<file path="config.mk">
export PLATFORM = sky130hd
export DESIGN_NAME = shf_xstep
export DESIGN_NICKNAME = d
export VERILOG_FILES = /design/src/shf_xstep.sv
export SDC_FILE = /design/constraint.sdc
export NUM_CORES = 2
export LEC_CHECK = 0
export ABC_AREA = 1
export BUFFER_PORTS_ARGS = -buffer_cell sky130_fd_sc_hd__clkbuf_2
export CORE_MARGIN = 1.5
export CORE_UTILIZATION = 30
export DETAILED_ROUTE_END_ITERATION = 10
export PLACE_DENSITY_LB_ADDON = 0.2
export SYNTH_ARGS = -nofsm -noshare
export SYNTH_HDL_FRONTEND = slang
export SYNTH_SLANG_ARGS = --single-unit
</file>
<file path="constraint.sdc">
create_clock -name clk -period 10.6 [get_ports clk]
set_input_delay 1.59 -clock clk [delete_from_list [all_inputs] [get_ports clk]]
set_output_delay 1.59 -clock clk [all_outputs]
set_load 0.05 [all_outputs]
</file>
<file path="src/shf_xstep.sv">
// Edge x advance: x + floor(gap * slope / 256), saturated to 48 bits.
`default_nettype none
module shf_xstep (
  input  wire logic               clk,
  input  wire logic               rst,
  input  wire logic               start,
  input  wire logic [23:0]        gap,
  input  wire logic signed [47:0] slope,
  input  wire logic signed [47:0] x,
  output logic                    done,
  output logic signed [47:0]      x_new
);

  logic [3:0]         stage;
  logic [23:0]        gap_r;
  logic signed [47:0] slope_r;
  logic signed [47:0] x_r;
  logic signed [24:0] mb;
  logic signed [49:0] prod;
  logic signed [49:0] plo;
  logic signed [49:0] phi;
  logic signed [64:0] p;
  logic signed [56:0] stp;
  logic signed [57:0] sum;

  // One 25x25 multiplier, low half of the slope first, then the high half
  always_comb begin
    mb   = stage[0] ? $signed({1'b0, slope_r[23:0]}) : $signed({slope_r[47], slope_r[47:24]});
    prod = $signed({1'b0, gap_r}) * mb;
    p    = ($signed(65'(phi)) <<< 24) + 65'(plo);
    sum  = 58'(x_r) + 58'(stp);
  end

  always_ff @(posedge clk) begin
    if (rst) begin
      stage <= '0;
      done  <= 1'b0;
    end else begin
      stage <= {stage[2:0], start};
      done  <= stage[3];
    end
  end

  always_ff @(posedge clk) begin
    if (start) begin
      gap_r   <= gap;
      slope_r <= slope;
      x_r     <= x;
    end
    if (stage[0]) plo <= prod;
    if (stage[1]) phi <= prod;
    if (stage[2]) stp <= 57'(p >>> 8);
    if (stage[3]) begin
      if (sum > 58'sh7FFFFFFFFFFF) begin
        x_new <= 48'sh7FFFFFFFFFFF;
      end else if (sum < -58'sh800000000000) begin
        x_new <= 48'sh800000000000;
      end else begin
        x_new <= sum[47:0];
      end
    end
  end

endmodule
`default_nettype wire

</file>
==> metrics.md <==
| Metric | Value |
|---|---|
| Crit path DAT | 9.59 ns |
| DR vias/cell | 4.66 |
| Placed cell area | 39,800 um2 |
| Antenna Nets Post-Route | 0 |
| # fillers | 13,000 |
| Post-CTS setup buffer count | 0 |
| CP Cell Sequence | inv_1 -> or2_2 -> nand2_1 -> inv_1 -> nand2_1 -> fa_1 -> fa_1 -> inv_1 -> fa_1 -> fa_1 -> fa_1 -> fa_1 -> inv_1 -> fa_1 -> inv_1 -> ha_1 -> nand2_1 -> o21ai_0 -> a21oi_1 -> nand2_1 -> a21oi_1 -> o21ai_0 -> a31oi_1 -> xnor2_1 |
| Synth warn | 0 |
| Worst path max stage delay | slightly below 0.8 ns |
| Longest Clk Path Bufs | 3 |
| Final nets | 5,379 |
| Die area | 125,000 um2 |
| Sequential area share after synthesis | 25.3% |
| Footprint of the multi-input gates | about 24,000 um2 |
| Count of different cell masters after synthesis | 46 |
| Port buffer count | ~170 |
| Post-Syn Area | 37,000 um2 |
| Final Hold Vio Count | 0 |
| Crit-path max FO | 24 |
| Mapped Cells | 4,284 |
| Antenna violations before repair | 2 |
| # resized after CTS | 0 |
| Worst-Skew Late Latency | between 0.6 and 0.7 ns |
| Area grow syn2layout | 11.6% |
| Worst Skew | 0.0510 ns |
| Synth area leaders | fa_1, edfxtp_1, ha_1 |
| Total CTS buffers | 41 |
| Syn_area_per_cell | 8.63 um2 |
| GRT Util Overall | ~21% |
| # IOs | 172 |
| Slew Limit Headroom | 23.8% |
| Final Max Tran Viols | 0 |
| ANT cells | 0 |
| Core ar. | ~120,000 um2 |
| WL per Instance | 21.1 um |
| Critical-path top delay cell | inv_1 |
| Clock root cell | clkbuf_16 |
| Total grt overflow | 0 |
| Worst Path Class, Setup | register to register |
| DP HPWL | 105,000 um |
| Status | completed |
| Fmax | 108 MHz |
| Worst endpoint required time | 10.91 ns |
| Most frequent cell after synthesis | nand2_1 |
| Vias | roughly 28,000 |
| Max-cap violation count | 0 |
| Post-synth top area share | 27.3% |
| Most used cell along the critical path | fa_1 |
| Final setup viols | 0 |
| First-pass GRT wire length | roughly 190,000 um |
| R2R setup slack | ~1.3 ns |
| Synth Flop Type | edfxtp_1 |
| H-tree Lvls | 2 |
| Final GP Congestion | 0.941 |
| Starting Density | a little under a third |
| CTS sink cnt | 313 |
| Startpoint types | register |
| Worst hold-check path type | register to register |
| Cts hold-fix bufs | 0 |
| CP endpoint kind | register |
| Number of flops mapped to enable cells by yosys | 308 |
| Post-Syn Nets | between 5,000 and 6,000 |
| Worst-margin pin slew | 1.14 ns |
| RSZ-0062 raised after global routing | no |
| Minimum clock period | 9.28 ns |
| DRT iter0 DRCs | 1,953 |
| Top cells by count, synth | nand2_1, inv_1, fa_1 |
| Yosys reg bits | 313 |
| CP delay by family, top | adder cells |
| Fin area | 41,300 um2 |
| Vias in the first global route | 30,100 |
| Routed Wire Length | roughly 130,000 um |
| Die width | between 300 and 400 um |
| FP Rows | ~130 |
| Residual DRC count | 0 |
| CTS tree | done |
| Post-synth top area cell | fa_1 |
| Setup_tns | 0 ns |
| CP Buf/Inv Count | 5 |
| TritonRoute pass-1 iters | 6 |
| Largest net degree at the start of global routing | 71 |
| Clk pin slew, worst setup/hold paths | 0.06 ns |
| Layout cells sized above 1 | 9.43% |
| Period utilization | 87.5% |
| Reg area | 9350 um2 |
| Ys async rst share | 0% |
| Die Y | between 300 and 400 um |
-- sequential cells by signal, indices dropped and copies added (netlist names) --
name     flops
phi         41
gap_r       24
plo         42
done         1
stp         57
x_r         48
stage        4
x_new       48
slope_r     48
-- path summary, 6_finish.rpt --
path,endpoint,depth (start not counted),from
hold reg to reg,stp[7]$_DFFE_PP_,0,plo[15]$_DFFE_PP_
setup / recovery,phi[35]$_DFFE_PP_,24,stage[0]$_SDFF_PP0_
hold / removal,stp[7]$_DFFE_PP_,0,plo[15]$_DFFE_PP_
setup reg to reg,phi[35]$_DFFE_PP_,24,stage[0]$_SDFF_PP0_
-- cell families after synthesis --
family                     count (synthesis)  synth area share, %
xor gates and xnor gates                 127                 3.01
DFF                                      313                 25.3
AOI/OAI and AO/OA                        327                 4.88
and+or+nand+nor                         1677                 18.4
adders and majority gates                813                 37.8
muxes                                      1               0.0271
buffers and inverters                   1026                 10.6
-- final cells by class --
cell class / count / share of cell area (%)
clock inverter: 31 / 1.02
sequential: 313 / 22.7
tap: 1625 / 4.93
multi-input combinational: 2945 / 57.5
inverter: 922 / 8.39
clock buffer: 45 / 2.52
timing repair buffer: 220 / 2.98
-- stage by stage --
step	hold slack, ns	utilization (%)	setup slack (ns)	instances
final	0.417	33.8	1.32	6101
after global routing	0.423	33.8	1.02	6101
after CTS	0.419	33.8	1.36	6101
after detailed placement	0.405	32.6	1.41	6025
after global placement	0.405	32.6	1.30	6025
after floorplan	0.400	-	2.41	4284
-- routing by layer --
| layer | share of wire [%] | track usage (%) |
|---|---|---|
| met5 | 0.018 | 0 |
| met3 | 4.7 | 2.56 |
| met2 | 50 | 36.9 |
| met1 | 41 | 25.0 |
| met4 | 4.1 | 7.87 |
-- cell usage in the layout (no fill, tap or decap), types with 6 or more instances in the layout --
cell / count
buf_4: 49
o21a_1: 10
a21o_1: 8
inv_1: 892
a31oi_1: 36
o211ai_1: 6
nand3_1: 59
inv_2: 24
xor2_1: 80
clkbuf_16: 41
nor4_1: 11
o21ai_0: 73
or2_2: 41
edfxtp_1: 308
fa_1: 505
clkinv_1: 11
nor3_1: 13
nand2_2: 29
nand2_1: 976
nand4_1: 23
o21bai_1: 11
nor2_1: 486
xnor2_1: 47
clkinv_2: 7
ha_1: 308
bufinv_16: 7
a21oi_1: 165
nor2_2: 17
clkbuf_2: 170
Power is left out: the tool's default activity adds up to more than one toggle a clock period on the data nets, which glitch-free logic cannot reach.
