File: config.mk
export PLATFORM = sky130hd
export DESIGN_NAME = shf_div
export DESIGN_NICKNAME = d
export VERILOG_FILES = /design/src/shf_pkg.sv /design/src/shf_div.sv
export SDC_FILE = /design/constraint.sdc
export NUM_CORES = 1
export LEC_CHECK = 0
export BUFFER_PORTS_ARGS = -buffer_cell sky130_fd_sc_hd__buf_4
export CAP_MARGIN = 30
export CORE_MARGIN = 1
export CORE_UTILIZATION = 60
export CTS_BUF_LIST = sky130_fd_sc_hd__clkbuf_2
export DETAILED_ROUTE_END_ITERATION = 16
export PLACE_DENSITY = 0.9
export SYNTH_ARGS = -nofsm -noshare
export SYNTH_HDL_FRONTEND = slang
export SYNTH_SLANG_ARGS = --single-unit
File: constraint.sdc
create_clock -name clk -period 5.2 [get_ports clk]
set_input_delay 0.26 -clock clk [delete_from_list [all_inputs] [get_ports clk]]
set_output_delay 0.26 -clock clk [all_outputs]
set_load 0.05 [all_outputs]
File: src/shf_pkg.sv
// Package of the scanline hachure fill: sizes, codes, edge entry type, helpers.
`default_nettype none
package shf_pkg;

  localparam int MAX_EDGES   = 32;
  localparam int MAX_RESULTS = 16;
  localparam int EDGE_AW     = $clog2(MAX_EDGES);
  localparam int ECW         = $clog2(MAX_EDGES + 1);
  localparam int DIVW        = 41;
  localparam int DCW         = $clog2(DIVW + 1);

  localparam logic signed [23:0] Y_MAX   = 24'sh7FFFFF;
  localparam logic [23:0]        GAP_MIN = 24'd26;

  // Input operation codes
  localparam logic FN_VERTEX  = 1'b0;
  localparam logic FN_ADVANCE = 1'b1;

  // Configuration register indexes
  localparam logic [1:0] CFG_HACHURE_GAP  = 2'd0;
  localparam logic [1:0] CFG_STROKE_WIDTH = 2'd1;

  typedef enum logic [1:0] {
    PH_PENDING = 2'd0,
    PH_ACTIVE  = 2'd1,
    PH_RETIRED = 2'd2
  } phase_t;

  typedef struct packed {
    phase_t             phase;
    logic signed [23:0] low_y;
    logic signed [23:0] high_y;
    logic signed [47:0] cur_x;
    logic signed [47:0] inv_slope;
  } edge_t;

  typedef enum logic [4:0] {
    S_IDLE, S_DIV, S_EWRITE, S_CLOSE, S_MIN_RD, S_MIN_CHK, S_PH_RD, S_PH_CHK,
    S_DECIDE, S_SORT_RD, S_SORT_CHK, S_SORT_END, S_EMPTY, S_GAP, S_UPD_RD,
    S_UPD_CHK, S_UPD_MUL, S_FINISH
  } state_t;

  typedef struct packed {
    logic                   start;
    logic signed [DIVW-1:0] num;
    logic signed [24:0]     den;
  } div_req_t;

  typedef struct packed {
    logic               done;
    logic signed [47:0] quot;
  } div_rsp_t;

  // Q32.16 to integer, half away from zero, saturated to 16 bits
  function automatic logic signed [15:0] round_q16(input logic signed [47:0] x);
    logic signed [48:0] xe;
    logic [48:0]        mag;
    logic [32:0]        r;
    xe  = {x[47], x};
    mag = x[47] ? 49'(-xe) : 49'(xe);
    r   = 33'((mag + 49'h8000) >> 16);
    if (!x[47]) begin
      round_q16 = (r > 33'd32767) ? 16'sh7FFF : 16'(r);
    end else begin
      round_q16 = (r > 33'd32768) ? 16'sh8000 : 16'(-r);
    end
  endfunction

endpackage
`default_nettype wire

File: src/shf_div.sv
// Restoring divider for edge inverse slopes, one quotient bit per cycle.
`default_nettype none
module shf_div (
  input  wire logic             clk,
  input  wire logic             rst,
  input  wire shf_pkg::div_req_t req,
  output shf_pkg::div_rsp_t      rsp
);

  localparam int W = shf_pkg::DIVW;

  logic               busy;
  logic [shf_pkg::DCW-1:0] cnt;
  logic [24:0]        rem;
  logic [W-1:0]       q;
  logic [24:0]        dmag;
  logic               neg;
  logic               done;
  logic [25:0]        rem_sh;
  logic               qbit;
  logic signed [47:0] qext;

  // Trial subtract of the shifted remainder
  always_comb begin
    rem_sh = {rem, q[W-1]};
    qbit   = (rem_sh >= {1'b0, dmag});
  end

  always_ff @(posedge clk) begin
    if (rst) begin
      busy <= 1'b0;
      done <= 1'b0;
      cnt  <= '0;
    end else begin
      done <= 1'b0;
      if (req.start) begin
        busy <= 1'b1;
        cnt  <= shf_pkg::DCW'(W);
      end else if (busy) begin
        cnt <= cnt - 1'b1;
        if (cnt == shf_pkg::DCW'(1)) begin
          busy <= 1'b0;
          done <= 1'b1;
        end
      end
    end
  end

  // Datapath: magnitudes in, signed quotient truncated toward zero out
  always_ff @(posedge clk) begin
    if (req.start) begin
      q    <= req.num[W-1] ? W'(-req.num) : W'(req.num);
      dmag <= req.den[24] ? 25'(-req.den) : 25'(req.den);
      neg  <= req.num[W-1] ^ req.den[24];
      rem  <= '0;
    end else if (busy) begin
      rem <= qbit ? 25'(rem_sh - {1'b0, dmag}) : rem_sh[24:0];
      q   <= {q[W-2:0], qbit};
    end
  end

  assign qext     = 48'($signed({1'b0, q}));
  assign rsp.done = done;
  assign rsp.quot = neg ? -qext : qext;

endmodule
`default_nettype wire

==> results.sh <==
export IMPL_htreeDepth=3
export IMPL_regArea_um2=2670
export IMPL_portBuffers=117
export IMPL_worstSetupEndpointType="output port"
export IMPL_cp_arrival_ns=4.10
export IMPL_grt_usage_pct=27.5
export IMPL_hold_viol=0
export IMPL_p_leak_nw=3.43
export IMPL_grt_setup_unrepaired="false"
export IMPL_start_util_pct=61.5
export IMPL_synthesis_nets=944
export IMPL_netlist_area_leader_share_pct=27.2
export IMPL_worst_slew_pin_transition_ns=1.01
export IMPL_synth_cell_type_count=60
export IMPL_finish_instance_area_um2=8660
export IMPL_min_period_over_period_pct=83.9
export IMPL_slew_viol_final=0
export IMPL_num_vias=6719
export IMPL_p_per_area_nw_per_um2=284
export IMPL_worstSetupPathType="reg -> out"
export IMPL_crit_slowest_cell="edfxtp_1"
export IMPL_place_hpwl_um=12800
export IMPL_async_reset_ff_share_pct=0
export IMPL_syn_area_um2=7390
export IMPL_die_x_um=113
export IMPL_detail_route_iter0_violations=481
export IMPL_dr_pass1_iters=5
export IMPL_netlist_top_cells_count="nor2_1 (86), nand2_1 (77), xnor2_1 (77), edfxtp_1 (67), a21oi_1 (65)"
export IMPL_rows=40
export IMPL_finalSetupTns_ns=0
export IMPL_ys_flop_type="edfxtp_1"
export IMPL_antenna_found_initial=0
export IMPL_required_ns=4.94
export IMPL_core_area_um2=12000
export IMPL_clock_root_buffer="clkbuf_2"
export IMPL_slew_headroom_pct=31.6
export IMPL_gp_congestion=0.922
export IMPL_synth_top_cell_by_area="edfxtp_1"
export IMPL_clockBufferDepth=2
export IMPL_tritoncts="yes"
export IMPL_drive_gt1_share_pct=15.6
export IMPL_cp_max_fo=5
export IMPL_place_area_um2=8330
export IMPL_ir_drop_mv=0.154
export IMPL_synthToLayoutAreaGrowth_pct=17.2
export IMPL_final_nets=1058
export IMPL_cts_clk_slew_worst_paths_ns=0.28
export IMPL_grt_start_max_net_pins=69
export IMPL_die_area_um2=12800
export IMPL_synth_seq_cells=100
export IMPL_die_y_um=113
export IMPL_clock_latency_ns=0.61
export IMPL_postRouteAntennaNets=0
export IMPL_crit_path_max_incr_delay_ns=0.49
export IMPL_min_path_type="in -> reg"
export IMPL_wl_um=17300
export IMPL_setup_viol=0
export IMPL_syn_instance_count=844
export IMPL_route_detailed_drc=0
export IMPL_grt_pass1_vias=6081
export IMPL_synth_area_per_cell_um2=8.75
export IMPL_max_freq_mhz=229
export IMPL_finalClockSkew_ns=0.0369
export IMPL_synth_edf_count=67
export IMPL_synth_area_leaders="edfxtp_1 (27%), xnor2_1 (9.1%), dfxtp_1 (8.9%)"
export IMPL_synth_most_common_cell="nor2_1"
export IMPL_ctsResizeCount=0
export IMPL_status="complete, no violations"
export IMPL_grt_ovfl_total=0
export IMPL_cp_start_kind="register"
export IMPL_maxCapViolations=0
export IMPL_ios=118
export IMPL_yosys_warnings=0
export IMPL_final_fill_count=884
export IMPL_grt_pass1_wl_um=28300
export IMPL_finalCriticalPeriod_ns=4.36
export IMPL_cp_common_cell="or4_4"
export IMPL_synth_seq_area_share_pct=36.2
export IMPL_cts_sinks=100
export IMPL_cts_inserted_buffers=9
export IMPL_multi_input_area_um2=4400
export IMPL_avgRoutedWirePerCell_um=15.5
export IMPL_path_cells="nor4_1 > nand2_1 > or4_4 > or3b_4 > or4_4 > or4_4 > o21ai_4 > xnor2_1 > buf_4"
export IMPL_viasPerCell=6.05
stage by stage:
step                utilization [%]  setup WS (ns)  std cells  power, W  hold WS (ns)
floorplan                         -           1.39        844   0.00180         0.359
global placement               69.3           1.55       1072   0.00207         0.465
detailed placement             69.3           1.51       1072   0.00210         0.466
CTS                            72.0          0.846       1110   0.00246        0.0247
global route                   72.0          0.642       1110   0.00259        0.0106
finish                         72.1          0.838       1111   0.00246        0.0244
power breakdown:
group          total (W)  switching [W]  internal (W)
Clock           0.000360       0.000252      0.000108
Sequential       0.00103      0.0000812      0.000948
Combinational    0.00107       0.000671      0.000402
what timing repair did:
item | CTS | global route
setup buffers | 0 | 0
hold buffers | 22 | 0
endpoints found under the hold margin | 30 | 0
cells by family after synthesis:
| kind of cell | share of synthesized area, % |
|---|---|
| buffers and inverters | 4.27 |
| XOR/XNOR | 14.9 |
| multiplexers | 2.44 |
| AND/OR/NAND/NOR | 17.7 |
| flip-flops | 36.2 |
| AO/OA/AOI/OAI | 19.1 |
| adder cells (fa/ha/maj) | 5.35 |
worst max-delay path: cells and delay by family, from the launching register on:
| family | cells | cell delay (ns) |
|---|---|---|
| AO/OA/AOI/OAI | 1 | 0.19 |
| XOR/XNOR | 1 | 0.14 |
| buffers and inverters | 1 | 0.21 |
| flip-flops | 1 | 0.49 |
| AND/OR/NAND/NOR | 6 | 2.51 |
routing by layer:
layer	GRT usage [%]	vias up	wire [µm]
met5	0	-	0
li1	-	3293	-
met3	3.80	38	1100
met2	45.1	263	8080
met4	11.1	0	406
met1	36.9	3125	7680
flip-flops by register name (all words and copies together), names as in the netlist:
| register | flops |
|---|---|
| done | 1 |
| cnt | 6 |
| q | 41 |
| busy | 1 |
| dmag | 25 |
| neg | 1 |
| rem | 25 |
cell usage in the layout (no fill, tap or decap), drive strengths merged, types with 16 or more instances in the layout:
cell type and count:
mux2i 18, o41ai 17, dlygate4sd3 22, o31ai 33, buf 122, o21ai 48
dfxtp 33, nor2 86, xnor2 77, edfxtp 67, a211oi 16, nor3 16
a21oi 65, inv 40, ha 30, nand2 77, xor2 49
cell type report:
| cell class | count | share of cell area, % |
|---|---|---|
| Antenna cell | 1 | 0.0289 |
| Clock buffer | 10 | 0.578 |
| Clock inverter | 6 | 0.636 |
| Inverter | 41 | 1.78 |
| Multi-Input combinational cell | 662 | 50.9 |
| Sequential cell | 100 | 30.9 |
| Tap cell | 147 | 2.12 |
| Timing Repair Buffer | 144 | 13.1 |
final timing paths:
| kind | from | end | slack (ns) | depth (start not counted) |
|---|---|---|---|---|
| worst min register to register | cnt[1] | cnt[1] | 0.52 | 2 |
| worst min-delay path | req[46] | q[21] | 0.02 | 3 |
| worst max-delay path | q[5] | rsp[37] | 0.84 | 9 |
| worst max register to register | q[40] | rem[0] | 1.49 | 13 |
Note: power is estimated with default switching activity, not from simulation.
