File: config.mk
export PLATFORM = sky130hd
export DESIGN_NAME = shf_ram
export DESIGN_NICKNAME = d
export VERILOG_FILES = /design/src/shf_ram.sv
export SDC_FILE = /design/constraint.sdc
export NUM_CORES = 1
export LEC_CHECK = 0
export BUFFER_PORTS_ARGS = -buffer_cell sky130_fd_sc_hd__buf_2
export CORE_MARGIN = 2
export CORE_UTILIZATION = 50
export CTS_BUF_LIST = sky130_fd_sc_hd__clkbuf_4
export CTS_CLUSTER_DIAMETER = 150
export DETAILED_ROUTE_END_ITERATION = 10
export PLACE_DENSITY = 0.67
export RECOVER_POWER = 25
export SLEW_MARGIN = 20
export SYNTH_ARGS = -nofsm -noshare
export SYNTH_HDL_FRONTEND = slang
export SYNTH_SLANG_ARGS = --single-unit
File: constraint.sdc
create_clock -name clk -period 3.51 [get_ports clk]
set_input_delay 0.351 -clock clk [delete_from_list [all_inputs] [get_ports clk]]
set_output_delay 0.351 -clock clk [all_outputs]
set_load 0.02 [all_outputs]
File: src/shf_ram.sv
// Generic single-write, single-read RAM with registered read data.
`default_nettype none
module shf_ram #(
  parameter int WIDTH = 8,
  parameter int DEPTH = 16
) (
  input  wire logic                     clk,
  input  wire logic                     we,
  input  wire logic [$clog2(DEPTH)-1:0] waddr,
  input  wire logic [WIDTH-1:0]         wdata,
  input  wire logic [$clog2(DEPTH)-1:0] raddr,
  output logic      [WIDTH-1:0]         rdata
);

  logic [WIDTH-1:0] mem [DEPTH];

  always_ff @(posedge clk) begin
    if (we) begin
      mem[waddr] <= wdata;
    end
    rdata <= mem[raddr];
  end

endmodule
`default_nettype wire

==> impl_metrics.sql, run 1 <==
INSERT INTO impl_metrics (metric_group, metric, value, unit) VALUES
('pwr', 'power.internal', '0.00246', 'W'),
('detailed_routing', 'drcViolationCount', '0', ''),
('cts', 'clockRootBuffer', 'sky130_fd_sc_hd__clkbuf_4', ''),
('final_layout', 'multi_input_area', '1060', 'µm²'),
('cts', 'holdBufCountCts', '0', ''),
('timing', 'final-hold-violation-count', '0', ''),
('final_layout', 'area.growth.synth_to_final', '10.7', '%'),
('yosys', 'synth_simple_gate_area_share', '3.18', '%'),
('yosys', 'register_bit_total_from_synthesis', '136', ''),
('cts', 'cts_num_sinks', '136', ''),
('detailed_routing', 'vias', '2354', ''),
('final_layout', 'filler_cell_count', '793', ''),
('pwr', 'power.combinational.fraction', '5.3', '%'),
('cts', 'cts_max_path_buffers', '2', ''),
('timing', 'clock.fmax', '597', 'MHz'),
('detailed_routing', 'avgViaCountPerCell', '5.65', ''),
('floorplan', 'die_y', '105', 'µm'),
('floorplan', 'die_area', '11100', 'µm²'),
('timing', 'layout_worst_path_cycle_share', '47.7', '%'),
('cts', 'cts_resized', '0', ''),
('timing', 'min_period', '1.68', 'ns'),
('timing', 'finalSetupTns', '0', 'ns'),
('yosys', 'synth_area', '5150', 'µm²'),
('global_routing', 'grt_start_max_net_pins', '33', ''),
('final_layout', 'layout.core_utilization', '56.2', '%'),
('global_routing', 'globalRouteOverflowTotal', '0', ''),
('detailed_routing', 'drtAntennaViolNets', '0', ''),
('pwr', 'pwr-share-seq', '58.8', '%'),
('worst_setup_path', 'critical_path.endpoint_type', 'register', ''),
('cts', 'insertion_delay', '0.53', 'ns'),
('yosys', 'synth_top_family_by_area', 'multiplexers', ''),
('yosys', 'syn-mean-instance-area', '22.5', 'µm²'),
('cts', 'clock_tree.htree_level_count', '4', ''),
('detailed_routing', 'route.final.wire_length', '9080', 'µm'),
('floorplan', 'core_rows', '37', ''),
('timing', 'max_slew_margin', '31.3', '%'),
('global_routing', 'grt_pass1_wl', '13800', 'µm'),
('yosys', 'postSynthCellCount', '229', ''),
('timing', 'finalSetupViolations', '0', ''),
('pwr', 'clkPwrFrac', '35.9', '%'),
('yosys', 'yosys.area_share.adder', '0', '%'),
('global_routing', 'initial_antenna_violation_count', '0', ''),
('outcome', 'status', 'complete, no violations', ''),
('cts', 'number_of_buffers_created_by_cts', '17', ''),
('worst_setup_path', 'critical_path_peak_fanout', '20', ''),
('pwr', 'switching_share', '20.5', '%'),
('cts', 'clkTransAtPathRegs', '0.11', 'ns'),
('floorplan', 'start_util', '50.8', '%'),
('worst_setup_path', 'critPathRequiredTime', '3.93', 'ns'),
('timing', 'unrepaired_setup_endpoints_after_global_routing', 'no', ''),
('timing', 'finalClockSkew', '0.0210', 'ns'),
('worst_setup_path', 'crit_path_start_kind', 'input pin', ''),
('floorplan', 'placeableCoreArea', '10100', 'µm²'),
('yosys', 'post_synth_xor_area_fraction', '0', '%'),
('yosys', 'synth_area_leaders', 'sky130_fd_sc_hd__edfxtp_1, sky130_fd_sc_hd__mux4_2, sky130_fd_sc_hd__mux4_1', ''),
('pwr', 'cell_leakage_power', '1.87', 'nW'),
('worst_setup_path', 'setup.reg_to_reg.worst_slack', '2.16', 'ns'),
('yosys', 'synth_area_leader_cell', 'sky130_fd_sc_hd__edfxtp_1', ''),
('final_layout', 'regArea', '4000', 'µm²'),
('yosys', 'yosysSeqAreaShare', '77.8', '%'),
('detailed_routing', 'drt-pass1-iter-count', '4', ''),
('placement', 'dp_hpwl', '5540', 'µm'),
('yosys', 'yosysUniqueCellTypes', '19', ''),
('final_layout', 'num_antenna_cells', '0', ''),
('final_layout', 'layout.nets', '286', ''),
('global_routing', 'first_global_vias', '2364', ''),
('placement', 'gp_routability_congestion', '0.719', ''),
('cts', 'cts_post_setup_buffers_inserted', '0', ''),
('timing', 'slew_limit_fails', '0', ''),
('yosys', 'synthMuxAreaShare', '15.0', '%'),
('final_layout', 'finish.cell_count_without_fillers', '417', '');
==> kinds of logic (layout without fill, tap and decap cells) <==
family / count (synthesis) / after routing
multiplexers: 32 / 32
AO/OA/AOI/OAI: 16 / 16
flip-flops: 136 / 136
AND/OR/NAND/NOR: 35 / 35
buffers and inverters: 10 / 62
==> Yosys cell counts <==
cell type                         number
sky130_fd_sc_hd__edfxtp_1            128
sky130_fd_sc_hd__mux4_2               18
sky130_fd_sc_hd__a22oi_1              16
sky130_fd_sc_hd__mux4_1               14
sky130_fd_sc_hd__nor2_1               13
sky130_fd_sc_hd__nand2_1               9
sky130_fd_sc_hd__dfxtp_1               8
sky130_fd_sc_hd__nor3_1                4
sky130_fd_sc_hd__buf_2                 3
sky130_fd_sc_hd__buf_6                 3
sky130_fd_sc_hd__clkdlybuf4s25_2       3
sky130_fd_sc_hd__nand2b_1              2
sky130_fd_sc_hd__nand3b_1              2
sky130_fd_sc_hd__and2_1                1
sky130_fd_sc_hd__and2b_1               1
sky130_fd_sc_hd__buf_4                 1
sky130_fd_sc_hd__nand3_1               1
sky130_fd_sc_hd__nor2b_1               1
sky130_fd_sc_hd__or3b_2                1
==> cells in the final DEF, fill, tap and decap left out, types with 5 or more instances in the layout <==
master / count
sky130_fd_sc_hd__a22oi_1: 16
sky130_fd_sc_hd__buf_2: 19
sky130_fd_sc_hd__buf_4: 5
sky130_fd_sc_hd__clkbuf_1: 6
sky130_fd_sc_hd__clkbuf_4: 21
sky130_fd_sc_hd__dfxtp_1: 8
sky130_fd_sc_hd__edfxtp_1: 128
sky130_fd_sc_hd__mux4_1: 14
sky130_fd_sc_hd__mux4_2: 18
sky130_fd_sc_hd__nand2_1: 9
sky130_fd_sc_hd__nor2_1: 13
==> critical path, cell delays in order <==
cell                      delay (ns)
sky130_fd_sc_hd__buf_2          0.34
sky130_fd_sc_hd__buf_4          0.43
sky130_fd_sc_hd__mux4_1         0.60
sky130_fd_sc_hd__a22oi_1        0.28
sky130_fd_sc_hd__nand2_1        0.07
==> final timing paths <==
check	end	from	cells past startpoint
worst max-delay path	rdata[4]	raddr[0]	5
worst min-delay path	mem[2][2]	wdata[2]	1
worst max register to register	rdata[4]	mem[8][4]	3
worst min register to register	rdata[3]	mem[14][3]	3
==> state kept, by name, summed over array words and instances (netlist names) <==
signal	count
rdata	8
mem	128
==> through the flow <==
step	hold WS [ns]	setup WS, ns	power (W)	instance area (µm²)
floorplan	0.450	1.67	0.00196	5150
global placement	0.656	1.22	0.00202	5390
detailed placement	0.664	1.21	0.00203	5390
CTS	0.159	1.76	0.00312	5710
global route	0.175	1.71	0.00321	5700
finish	0.215	1.83	0.00310	5700
==> power groups by stage <==
stage	Clock (W)	Combinational, W	Sequential, W
2_1_floorplan	0	0.0000922	0.00187
3_3_place_gp	0	0.000166	0.00186
3_5_place_dp	0	0.000169	0.00186
4_1_cts	0.00112	0.000169	0.00182
5_1_grt	0.00120	0.000179	0.00183
6_report	0.00111	0.000164	0.00182
==> area by class of cell <==
class,instances,share of cell area (%)
Multi-Input combinational cell,83,18.6
Timing Repair Buffer,30,2.72
Sequential cell,136,70.3
Clock buffer,21,2.77
Tap cell,136,2.99
Clock inverter,11,2.70
==> per-layer routing <==
| layer | routed length, µm | vias to the layer above | global-route usage [%] |
|---|---|---|---|
| li1 | - | 1053 | - |
| met1 | 3870 | 1213 | 25.1 |
| met2 | 4520 | 80 | 27.4 |
| met3 | 592 | 8 | 6.68 |
| met4 | 92 | 0 | 5.71 |
| met5 | 0 | - | 0 |
No activity file was read; power rests on OpenSTA's default activity.
==> inputs of run 2 (changes only) <==
- clock period: 3.51 -> 1.62 ns (I/O delays scaled with it)
==> impl_metrics.sql, run 2 (synthesized netlist as in run 1, its figures left out) <==
INSERT INTO impl_metrics (metric_group, metric, value, unit) VALUES
('timing', 'min_period', '1.37', 'ns'),
('global_routing', 'first_global_vias', '2470', ''),
('pwr', 'powerDensity', '1130', 'nW/µm²'),
('final_layout', 'largest_register', 'mem', ''),
('floorplan', 'placeableCoreArea', '10100', 'µm²'),
('floorplan', 'die_area', '11100', 'µm²'),
('final_layout', 'number_of_flip_flops_in_the_largest_register', '128', ''),
('detailed_routing', 'vias', '2427', ''),
('worst_setup_path', 'worst_path_largest_cell_delay', '0.51', 'ns'),
('cts', 'clock_tree.htree_level_count', '4', ''),
('pwr', 'cell_leakage_power', '2.00', 'nW'),
('flow_run', 'timing.max_cap.violations', '0', ''),
('floorplan', 'die_y', '105', 'µm'),
('timing', 'max_slew_margin', '48.5', '%'),
('worst_setup_path', 'crit_path_leading_delay_family', 'multiplexers', ''),
('timing', 'slew_limit_fails', '0', ''),
('cts', 'tritoncts', 'yes', ''),
('placement', 'dp_hpwl', '6250', 'µm'),
('floorplan', 'die_width', '105', 'µm'),
('global_routing', 'grt_pass1_wl', '14700', 'µm'),
('final_layout', 'drive_gt1_share', '28.7', '%'),
('floorplan', 'floorplan.io_pins', '26', ''),
('worst_setup_path', 'crit_path_start_kind', 'register', ''),
('timing', 'clock.fmax', '728', 'MHz'),
('global_routing', 'globalRouteOverflowTotal', '0', ''),
('cts', 'clockRootBuffer', 'sky130_fd_sc_hd__clkbuf_4', ''),
('detailed_routing', 'drtAntennaViolNets', '0', ''),
('floorplan', 'core_rows', '37', ''),
('final_layout', 'layout.cells.most_common', 'sky130_fd_sc_hd__edfxtp_1', ''),
('global_routing', 'grt_start_max_net_pins', '26', ''),
('worst_setup_path', 'critical_path.endpoint_type', 'register', ''),
('detailed_routing', 'drt-pass1-iter-count', '4', ''),
('final_layout', 'layout.nets', '312', ''),
('global_routing', 'grtUsageTotal', '18.9', '%'),
('min_path', 'hold_path_class', 'in2reg', ''),
('final_layout', 'top_regs', 'mem: 128 flops, rdata: 8 flops', ''),
('worst_setup_path', 'critical-path-slowest-cell', 'sky130_fd_sc_hd__mux4_1', ''),
('final_layout', 'layout.cells.most_common_list', 'sky130_fd_sc_hd__edfxtp_1, sky130_fd_sc_hd__buf_2, sky130_fd_sc_hd__mux4_2, sky130_fd_sc_hd__clkbuf_4, sky130_fd_sc_hd__a22oi_1', ''),
('cts', 'cts_num_sinks', '136', ''),
('worst_setup_path', 'crit_type', 'reg2reg', ''),
('detailed_routing', 'avgRoutedWirePerCell', '21.7', 'µm'),
('final_layout', 'layout.core_utilization', '58.6', '%'),
('timing', 'finalClockSkew', '0.0197', 'ns'),
('pwr', 'power.ir.vdd_worst', '0.479', 'mV'),
('worst_setup_path', 'critical_path_peak_fanout', '1', ''),
('worst_setup_path', 'critPathRequiredTime', '2.03', 'ns'),
('timing', 'final-hold-violation-count', '0', ''),
('timing', 'finalSetupTns', '0', 'ns'),
('cts', 'cts_post_setup_buffers_inserted', '0', ''),
('cts', 'insertion_delay', '0.51', 'ns'),
('final_layout', 'area.growth.synth_to_final', '15.5', '%'),
('placement', 'placement.io_buffers', '25', ''),
('timing', 'finalSetupViolations', '0', ''),
('outcome', 'status', 'complete, no violations', ''),
('timing', 'transition_at_the_pin_with_the_smallest_max_transition_slack', '0.771', 'ns'),
('final_layout', 'num_antenna_cells', '0', ''),
('worst_setup_path', 'timing.critical_path.cells', 'mux4_1 -> a22oi_1 -> nand2_1', ''),
('timing', 'unrepaired_setup_endpoints_after_global_routing', 'no', ''),
('floorplan', 'start_util', '50.8', '%'),
('timing', 'layout_worst_path_cycle_share', '84.8', '%'),
('placement', 'gp_routability_congestion', '0.759', ''),
('cts', 'clkTransAtPathRegs', '0.12', 'ns'),
('timing', 'holdWs', '0.142', 'ns'),
('detailed_routing', 'number_of_drc_violations_after_detailed_routing_iteration_0', '185', ''),
('worst_setup_path', 'worst_ep_arrival_time', '1.79', 'ns'),
('detailed_routing', 'avgViaCountPerCell', '5.48', ''),
('worst_setup_path', 'path_buf_inv', '0', ''),
('detailed_routing', 'drcViolationCount', '0', ''),
('global_routing', 'initial_antenna_violation_count', '0', ''),
('detailed_routing', 'route.final.wire_length', '9600', 'µm'),
('cts', 'number_of_buffers_created_by_cts', '17', ''),
('cts', 'cts_max_path_buffers', '2', '');
-- run 2: cell count changes in the layout (fill, tap and decap cells not counted) --
cell                            previous run  this run
sky130_fd_sc_hd__buf_12                    0         4
sky130_fd_sc_hd__buf_2                    19        20
sky130_fd_sc_hd__buf_4                     5        14
sky130_fd_sc_hd__clkbuf_1                  6        12
sky130_fd_sc_hd__clkbuf_4                 21        18
sky130_fd_sc_hd__clkinv_1                  3         2
sky130_fd_sc_hd__clkinv_2                  3         4
sky130_fd_sc_hd__clkinv_4                  0         3
sky130_fd_sc_hd__dlygate4sd3_1             0         6
sky130_fd_sc_hd__nor3_1                    4         3
sky130_fd_sc_hd__nor3_2                    0         1
-- run 2: where the power goes --
part,internal [W],switching (W),total [W]
Clock,0.00123,0.00114,0.00237
Combinational,0.000177,0.000232,0.000409
Sequential,0.00393,0.0000229,0.00395
Total,0.00533,0.00139,0.00673
-- run 2: repair_timing --
| item | in CTS | in global routing |
|---|---|---|
| hold endpoints to repair | 51 | 0 |
| gates resized for setup | 0 | 0 |
| hold buffers | 6 | 0 |
| endpoints found under the setup margin | 0 | 0 |
-- run 2: metrics by stage --
step / setup WS (ns) / cell area (µm²) / cells / power, W
2_1_floorplan: 0.192 / 5150 / 229 / 0.00425
3_3_place_gp: 0.0182 / 5600 / 405 / 0.00442
3_5_place_dp: 0.0149 / 5600 / 405 / 0.00444
4_1_cts: 0.248 / 5980 / 443 / 0.00679
5_1_grt: 0.193 / 5940 / 443 / 0.00698
6_report: 0.247 / 5940 / 443 / 0.00673
-- run 2: per-layer routing --
| layer | vias up | wire (µm) | track usage, % |
|---|---|---|---|
| met5 | - | 0 | 0 |
| met4 | 0 | 108 | 7.71 |
| met3 | 9 | 512 | 4.76 |
| met2 | 72 | 4950 | 29.5 |
| met1 | 1239 | 4030 | 25.8 |
| li1 | 1107 | - | - |
-- run 2: path summary, 6_finish.rpt --
| path | start | endpoint | slack (ns) | depth (start not counted) |
|---|---|---|---|---|
| min | raddr[1] | rdata[5] | 0.14 | 4 |
| min reg2reg | mem[12][5] | rdata[5] | 0.68 | 3 |
| max reg2reg | mem[1][2] | rdata[2] | 0.25 | 3 |
| max | mem[1][2] | rdata[2] | 0.25 | 3 |
-- run 2: final cells by class --
| class | instances | area [µm²] |
|---|---|---|
| fillers | 734 | 4200 |
| flip-flops and latches | 136 | 4000 |
| multi-input cells | 83 | 1060 |
| repair buffers | 56 | 390 |
| well taps | 136 | 170 |
| clock buffers | 18 | 135 |
| clock inverters | 14 | 181 |
-- run 2: tightest hold or removal path, cell delays in order --
cell	delay, ns
sky130_fd_sc_hd__buf_2	0.15
sky130_fd_sc_hd__mux4_1	0.16
sky130_fd_sc_hd__a22oi_1	0.08
sky130_fd_sc_hd__nand2_1	0.06
